--- config.mk ---
export PLATFORM = sky130hd
export DESIGN_NAME = fepb_scale
export DESIGN_NICKNAME = d
export VERILOG_FILES = /design/src/rtl/core/fepb_pkg.sv /design/src/rtl/core/fepb_scale.sv
export SDC_FILE = /design/constraint.sdc
export NUM_CORES = 2
export LEC_CHECK = 0
export CAP_MARGIN = 10
export CORE_MARGIN = 2
export CORE_UTILIZATION = 50
export CTS_BUF_LIST = sky130_fd_sc_hd__clkbuf_4 sky130_fd_sc_hd__clkbuf_8
export CTS_CLUSTER_SIZE = 16
export DETAILED_ROUTE_END_ITERATION = 7
export DONT_BUFFER_PORTS = 1
export PLACE_DENSITY = 0.67
export SLEW_MARGIN = 5
export SYNTH_ARGS = -nofsm -noshare
export SYNTH_HDL_FRONTEND = slang
export SYNTH_SLANG_ARGS = --single-unit
--- constraint.sdc ---
create_clock -name clk_i -period 8.09 [get_ports clk_i]
set_clock_uncertainty 0.2 [all_clocks]
set_input_delay 2.0225 -clock clk_i [delete_from_list [all_inputs] [get_ports clk_i]]
set_output_delay 2.0225 -clock clk_i [all_outputs]
set_load 0.02 [all_outputs]
--- src/rtl/core/fepb_pkg.sv ---
// fepb_pkg: shared widths, constants, coefficient tables and request/result types
// for the fast exponential block; no dependencies, used by every file in rtl/core

package fepb_pkg;

  // fixed point formats
  localparam int unsigned FRAC_BITS   = 40;
  localparam int unsigned MANT_BITS   = 52;
  localparam int unsigned COEF_FRAC   = 56;
  localparam int unsigned X_W         = 52;
  localparam int unsigned XMAG_W      = X_W;
  localparam int unsigned L2E_W       = 63;
  localparam int unsigned XPROD_W     = XMAG_W + L2E_W;
  localparam int unsigned SCALE_SHIFT = FRAC_BITS + 62 - MANT_BITS;
  localparam int unsigned TMAG_W      = 63;
  localparam int unsigned T_W         = 64;
  localparam int unsigned ACC_W       = 58;
  localparam int unsigned AMAG_W      = ACC_W - 1;
  localparam int unsigned P_SHIFT     = COEF_FRAC - MANT_BITS;
  localparam int unsigned PM_W        = AMAG_W + 1 - P_SHIFT;
  localparam int unsigned V_W         = T_W + 1;
  localparam int unsigned RES_W       = 64;
  localparam int unsigned NUM_COEF    = 9;
  localparam int unsigned NUM_STEPS   = NUM_COEF - 1;
  localparam int unsigned COEF_IDX_W  = $clog2(NUM_COEF);

  // log2(e) as unsigned Q1.62
  localparam logic [L2E_W-1:0]  L2E_Q62 = 63'd6653256548922161246;
  localparam logic [TMAG_W-1:0] T_CLAMP = TMAG_W'(1536) << MANT_BITS;

  // result word limits and bias
  localparam logic signed [V_W-1:0] V_OVF_LIM = $signed(V_W'(1024) << MANT_BITS);
  localparam logic signed [V_W-1:0] V_UNF_LIM = -$signed(V_W'(1022) << MANT_BITS);
  localparam logic signed [V_W-1:0] V_BIAS    = $signed(V_W'(1023) << MANT_BITS);
  localparam logic [RES_W-1:0]      INF_BITS  = 64'h7FF0_0000_0000_0000;

  typedef logic signed [ACC_W-1:0] acc_t;
  typedef logic signed [T_W-1:0]   tval_t;
  typedef logic signed [V_W-1:0]   vval_t;

  typedef enum logic [1:0] {
    RANGE_NORMAL    = 2'd0,
    RANGE_OVERFLOW  = 2'd1,
    RANGE_UNDERFLOW = 2'd2
  } range_e;

  // input request
  typedef struct packed {
    logic signed [X_W-1:0] x_value;
    logic                  last_in;
  } x_req_t;

  // result item
  typedef struct packed {
    logic [RES_W-1:0] result_bits;
    range_e           range_status;
    logic             last_out;
  } exp_res_t;

  // state carried between horner steps
  typedef struct packed {
    logic  last;
    tval_t t;
    acc_t  acc;
  } horner_t;

  // coefficients with 56 fraction bits, leading zeros pad the short polynomial
  localparam acc_t POLY_FAST [NUM_COEF] = '{
    58'sd0, 58'sd0, 58'sd0, 58'sd0, 58'sd0,
    -58'sd5707260159214117, -58'sd16165366947096992,
    58'sd21872627106311104, 58'sd7703397532707
  };

  localparam acc_t POLY_ACCURATE [NUM_COEF] = '{
    -58'sd135167282569, -58'sd1019502203453, -58'sd11182391236598,
    -58'sd96028565619768, -58'sd693076732603782, -58'sd3999489092982214,
    -58'sd17310144453279830, 58'sd22111075905366972, -58'sd79372
  };

  function automatic acc_t poly_coef(input logic mode, input logic [COEF_IDX_W-1:0] idx);
    acc_t c;
    if (mode) begin
      c = POLY_ACCURATE[idx];
    end else begin
      c = POLY_FAST[idx];
    end
    return c;
  endfunction

endpackage

--- src/rtl/core/fepb_scale.sv ---
// fepb_scale: five-stage pipeline forming t = x * log2(e) with 52 fraction bits
// depends on fepb_pkg

module fepb_scale (
  input  logic              clk_i,
  input  logic              rst_ni,
  input  logic              en_i,
  input  logic              valid_i,
  input  fepb_pkg::x_req_t  req_i,
  input  fepb_pkg::acc_t    coef0_i,
  output logic              valid_o,
  output fepb_pkg::horner_t data_o
);
  import fepb_pkg::*;

  localparam int unsigned M_LO  = XMAG_W / 2;
  localparam int unsigned M_HI  = XMAG_W - M_LO;
  localparam int unsigned L_LO  = 32;
  localparam int unsigned L_HI  = L2E_W - L_LO;
  localparam int unsigned A_W   = M_LO + L2E_W + 1;
  localparam int unsigned B_W   = M_HI + L2E_W + 1;
  localparam int unsigned SUM_W = XPROD_W + 1;
  localparam logic [SUM_W-1:0] RND = SUM_W'(1) << (SCALE_SHIFT - 1);

  logic [4:0] vld_q;

  logic [XMAG_W-1:0]      x_raw;
  logic [XMAG_W-1:0]      mag_d, s1_mag_q;
  logic [4:1]             neg_q, last_q;
  logic [M_LO+L_LO-1:0]   pp00_d, pp00_q;
  logic [M_LO+L_HI-1:0]   pp01_d, pp01_q;
  logic [M_HI+L_LO-1:0]   pp10_d, pp10_q;
  logic [M_HI+L_HI-1:0]   pp11_d, pp11_q;
  logic [A_W-1:0]         a_d, a_q;
  logic [B_W-1:0]         b_d, b_q;
  logic [SUM_W-1:0]       sum, shifted;
  logic [TMAG_W-1:0]      tmag_d, tmag_q;
  tval_t                  t_d;
  horner_t                out_q;

  // stage 1: magnitude of x
  assign x_raw = req_i.x_value;
  assign mag_d = req_i.x_value[X_W-1] ? (~x_raw + XMAG_W'(1)) : x_raw;

  // stage 2: partial products against the constant
  assign pp00_d = s1_mag_q[M_LO-1:0] * L2E_Q62[L_LO-1:0];
  assign pp01_d = s1_mag_q[M_LO-1:0] * L2E_Q62[L2E_W-1:L_LO];
  assign pp10_d = s1_mag_q[XMAG_W-1:M_LO] * L2E_Q62[L_LO-1:0];
  assign pp11_d = s1_mag_q[XMAG_W-1:M_LO] * L2E_Q62[L2E_W-1:L_LO];

  // stage 3: pair sums
  assign a_d = A_W'(pp00_q) + (A_W'(pp01_q) << L_LO);
  assign b_d = B_W'(pp10_q) + (B_W'(pp11_q) << L_LO);

  // stage 4: final sum, round half up, clamp
  assign sum     = SUM_W'(a_q) + (SUM_W'(b_q) << M_LO) + RND;
  assign shifted = sum >> SCALE_SHIFT;
  assign tmag_d  = (shifted > SUM_W'(T_CLAMP)) ? T_CLAMP : shifted[TMAG_W-1:0];

  // stage 5: restore sign
  assign t_d = neg_q[4] ? tval_t'(-tval_t'(tmag_q)) : tval_t'(tmag_q);

  // valid bits
  always_ff @(posedge clk_i or negedge rst_ni) begin
    if (!rst_ni) begin
      vld_q <= '0;
    end else if (en_i) begin
      vld_q <= {vld_q[3:0], valid_i};
    end
  end

  // payload registers
  always_ff @(posedge clk_i) begin
    if (en_i) begin
      s1_mag_q   <= mag_d;
      neg_q      <= {neg_q[3:1], req_i.x_value[X_W-1]};
      last_q     <= {last_q[3:1], req_i.last_in};
      pp00_q     <= pp00_d;
      pp01_q     <= pp01_d;
      pp10_q     <= pp10_d;
      pp11_q     <= pp11_d;
      a_q        <= a_d;
      b_q        <= b_d;
      tmag_q     <= tmag_d;
      out_q.last <= last_q[4];
      out_q.t    <= t_d;
      out_q.acc  <= coef0_i;
    end
  end

  assign valid_o = vld_q[4];
  assign data_o  = out_q;

endmodule

==> Yosys cells after proc, flatten, opt, wreduce, memory -nomap -nowiden <==
Cells that the tools add are included.
{ "classes": {"bitwise": 1, "n_addsub": 6, "n_lt_le_gt_ge": 1, "n_mul": 4, "mux": 2} }
{ "ops": {"columns": ["operator", "count"], "rows": [
  ["58-bit by 89-bit adder with 90-bit output", 2],
  ["116-bit by 50-bit adder with 116-bit output (second input constant)", 1],
  ["90-bit by 116-bit adder with 116-bit output", 1],
  ["26-bit by 31-bit multiplier with 57-bit output (second input constant)", 2],
  ["26-bit by 29-bit multiplier with 55-bit output (second input constant)", 2],
  ["66-bit by 63-bit greater-than comparator with 1-bit output (second input constant)", 1],
  ["63-bit negation with 64-bit output", 1],
  ["63-bit two-way mux", 1],
  ["52-bit by 1-bit adder with 52-bit output (second input constant)", 1],
  ["52-bit inverter", 1],
  ["51-bit two-way mux", 1]
]} }
{ "totals": {"out_inout_bits": 124, "wordCells": 30, "regBits": 655, "input_bits": 115} }

==> Logic depth before layout (Yosys ltp) <==
{ "depth": {"ltp_word": 3, "mapped_depth": 27} }

==> Worst setup path after synthesis <==
Ideal clock, no wire load.
{ "synth_timing": {"path_kind": "reg-to-reg", "from": "reg s1_mag_q[34]", "to": "reg pp11_q[56], data pin", "setup_ps": 260, "synth_period_minus_slack_ps": 8017, "slack_ps": 73, "arrival_time_ps": 7557, "stages_incl_launch_ff": 25, "cell_sequence": "edfxtp_1 fa_1 inv_1 fa_1 inv_1 fa_1 inv_1 fa_1 fa_1 fa_1 inv_1 fa_1 ha_1 o21ai_0 nand2b_1 a31o_2 a221oi_1 o21ai_0 a211oi_1 o221ai_1 a31o_2 o21ba_2 a211oi_1 a21oi_1 xnor2_1"} }
{ "synth_between": {"elab_chain_len": 1} }
{ "synth_lines": {"columns": ["element", "line", "rtl"], "rows": [
  ["start: declaration", "fepb_scale.sv:28", "logic [XMAG_W-1:0] mag_d, s1_mag_q;"],
  ["start signal: assignment", "fepb_scale.sv:75", "s1_mag_q <= mag_d;"],
  ["26-bit by 29-bit multiplier with 55-bit output", "fepb_scale.sv:49", "assign pp11_d = s1_mag_q[XMAG_W-1:M_LO] * L2E_Q62[L2E_W-1:L_LO];"],
  ["via pp11_d[56]", "fepb_scale.sv:33", "logic [M_HI+L_HI-1:0] pp11_d, pp11_q;"],
  ["end signal: assignment", "fepb_scale.sv:81", "pp11_q <= pp11_d;"],
  ["end: declaration", "fepb_scale.sv:33", null]
]} }
The timed path passes the listed nets, and every way through them passes these cells.
A chain may end at the register's enable or synchronous reset.

==> Final worst setup path <==
{ "layout_timing": {"from": "reg s1_mag_q[10]", "to": "reg pp01_q[55], data pin"} }
{ "layout_between": {"elab_chain_len": 1} }
{ "layout_lines": {"columns": ["element", "line", "rtl"], "rows": [
  ["26-bit by 29-bit multiplier with 55-bit output", "fepb_scale.sv:47", "assign pp01_d = s1_mag_q[M_LO-1:0] * L2E_Q62[L2E_W-1:L_LO];"],
  ["via pp01_d[55]", "fepb_scale.sv:31", "logic [M_LO+L_HI-1:0] pp01_d, pp01_q;"],
  ["end signal: assignment", "fepb_scale.sv:79", "pp01_q <= pp01_d;"],
  ["end: declaration", "fepb_scale.sv:31", null]
]} }
The timed path passes the listed nets, and every way through them passes these cells.

==> results by group <==
Synthesis
  – Synth Instances: 7243
  – Synth Cell Area: 0.0775 mm²
  – Seq/Total Area, Yosys: 23.2%
  – Avg Inst Size Synth: 10.7 µm²
  – Asr flop ratio synth: 0.833%
  – Yosys Warn Count: 0
  – EDFF count, synth: 595
  – Main flop type after synthesis: edfxtp_1
  – Cell variety after synth: 75
  – Syn Nets: 9658
  – Flops & latches, synth: 600

CTS
  – Skew-Pair Late Insertion Delay: 840 ps
  – Hold Buf Count CTS: 0
  – Max clock buf depth: 3
  – Inserted Clock Buffers: 105
  – Clock-pin slew on the worst setup and hold paths: 70 ps
  – CTS tree: yes
  – CTS root buf: clkbuf_8
  – CTS sink count: 600
  – H-tree lvl count: 3

Final layout
  – Layout area overhead: 10.2%
  – Layout Nets: 10.1k
  – Most frequent cells in the layout: inv_1, ha_1, fa_1, edfxtp_1, buf_4
  – Layout cell share with drive strength beyond 1: 8.56%
  – Fin area: 0.0854 mm²
  – FF/Latch Area: 0.0180 mm²
  – Multi-input logic area: 0.0526 mm²
  – Commonest non-fill, non-tap cell in the layout: inv_1
  – # fillers: 13.6k

Global routing
  – Vias in the first global route: 55.7k
  – Met1 Use GR: 45.4%
  – Global-route wire length before repair: 356 mm
  – Met3 Use GR: 7.77%
  – Overflow after GRT: 0
  – GRT Max-Usage Layer: met2
  – M2 GR Usage: 45.9%
  – Initial antenna violation count: 12
  – Largest net degree at the start of global routing: 601
  – Tot GR Track Use: 30.8%

Critical path
  – Crit path max fanout: 4
  – Worst reg-to-reg path cell count: 27
  – Flop2flop setup slack: 150 ps
  – Critical path data arrival time: 8260 ps
  – RR Endpoint: pp01_q[55]$_DFFE_PP_
  – Worst r2r src: s1_mag_q[10]$_DFFE_PP_
  – Crit start category: flip-flop
  – Worst EP required: 8410 ps
  – Crit Path Class: flip-flop to flip-flop
  – CP most frequent cell: fa_1
  – CP max stage delay: 610 ps
  – Worst Setup End Kind: flip-flop
  – Crit-path slowest cell: fa_2

Route
  – Vias/cell: 5.50
  – Routed WL: 240 mm
  – Routed wire length per instance: 24.5 µm
  – Vias: 54.0k
  – First-pass iteration count of the detailed router: 7
  – # DRC: 0
  – Antenna-violating nets left: 0
  – DRT iter0 DRCs: 4834

Placed design
  – GPL Wtd Cong: 1.05
  – DP HPWL: 211 mm
  – # port buffers: 0
  – Post-place setup slack: 27.9 ps
  – Cell Area, Placed: 0.0828 mm²

Hold path
  – Hold_sp: pp10_q[14]$_DFFE_PP_
  – Min-Delay Path Depth: 0
  – Worst Hold End: b_q[14]$_DFFE_PP_
  – Path category of the worst min-delay check: flip-flop to flip-flop

Die
  – Row count: 144
  – Die H: 398 µm
  – Area of the core: 0.154 mm²
  – Io pins: 239
  – Starting Density: 50.3%
  – Die W: 398 µm
  – DIE AREA: 0.158 mm²

Outcome
  – Status: finished with violations
  – Failing checks: max-slew violations

STA
  – Tmin final: 7940 ps
  – Fin crit share: 98.2%
  – Slew HR: -60.9%
  – Worst setup margin: 147 ps
  – Final Hold Fails: 0
  – Max Clock Freq: 126 MHz
  – Worst-Margin Slew: 2410 ps
  – Setup Viol. Count Final: 0
  – Final max-slew violation count: 294

Job
  – Number of max-cap violations: 0
[how the worst max path moves through the flow]
stage,slack (ps),startpoint,to
4_1_cts,20,s1_mag_q[23]$_DFFE_PP_,pp00_q[57]$_DFFE_PP_
3_3_place_gp,-9,s1_mag_q[23]$_DFFE_PP_,pp00_q[57]$_DFFE_PP_
2_1_floorplan,70,s1_mag_q[34]$_DFFE_PP_,pp11_q[56]$_DFFE_PP_
5_1_grt,-60,s1_mag_q[10]$_DFFE_PP_,pp01_q[55]$_DFFE_PP_
6_report,150,s1_mag_q[10]$_DFFE_PP_,pp01_q[55]$_DFFE_PP_
3_5_place_dp,30,s1_mag_q[23]$_DFFE_PP_,pp00_q[57]$_DFFE_PP_
[worst max-delay path, delay by kind of cell (launching register included)]
kind                       cells  cell delay, ps
AOI/OAI and AO/OA             11            2370
adders and majority gates      8            3780
buffers and inverters          7             750
DFF                            1             470
and+or+nand+nor                1              70
[cell families (layout without fill, tap and decap cells)]
group,after synthesis,after routing,synth area share [%]
buffers and inverters,1879,2417,9.10
multiplexers,17,17,0.233
other,0,3,0
flip-flops,600,600,23.2
adder cells (fa/ha/maj),2300,2300,47.7
AND/OR/NAND/NOR,993,993,6.40
XOR/XNOR,430,430,4.86
AO/OA/AOI/OAI,1024,1024,8.51
[cell usage after synthesis, drive strengths merged (53+ instances only)]
cell,n,area share (%)
fa,1087,28
a21oi,318,2.1
nand2b,53,0.43
nor2,220,1.1
inv,1819,8.8
o21ai,196,1.3
nor3,68,0.44
edfxtp,595,23
nand2,277,1.3
xnor2,341,3.9
clkbuf,59,0.29
nand3,81,0.52
a21o,142,1.4
xor2,89,1.0
ha,1213,20
[area by class of cell]
class / count / share of cell area, %
clock buffers: 126 / 1.88
diodes: 3 / 0.00879
well taps: 2044 / 2.99
flip-flops and latches: 600 / 21.1
multi-input cells: 4764 / 61.6
clock inverters: 67 / 0.820
repair buffers: 405 / 3.62
inverters: 1819 / 8.00
[state kept, by name (all words and copies together), names as in the netlist]
| register | cells |
|---|---|
| a_q | 63 |
| b_q | 89 |
| data_o | 123 |
| last_q | 4 |
| neg_q | 4 |
| pp00_q | 31 |
| pp01_q | 55 |
| pp10_q | 56 |
| pp11_q | 55 |
| s1_mag_q | 52 |
| tmag_q | 63 |
| vld_q | 5 |
[timing repair]
| item | CTS | global route |
|---|---|---|
| setup endpoints to repair | 2 | 25 |
| resized for setup | 1 | 43 |
| pin swaps | 1 | 25 |
| buffers inserted | 1 | 15 |
[per-layer routing]
metal | up-vias | routed length (µm)
met5 | - | 27
met4 | 4 | 5550
met3 | 257 | 22900
met2 | 2139 | 102000
met1 | 26900 | 110000
li1 | 24700 | -
[through the flow]
step                TNS [ps]  utilization [%]  hold WS [ps]  std cells
floorplan                  0                -           200       7243
global placement       -8.52             53.7           201       9615
detailed placement         0             53.7           205       9615
CTS                        0             55.2           164       9809
global route           -58.4             55.5           186       9827
finish                     0             55.5           174       9828
Power is not shown: default switching activity piles up to over one toggle a cycle in this logic, so the estimate is an artifact.
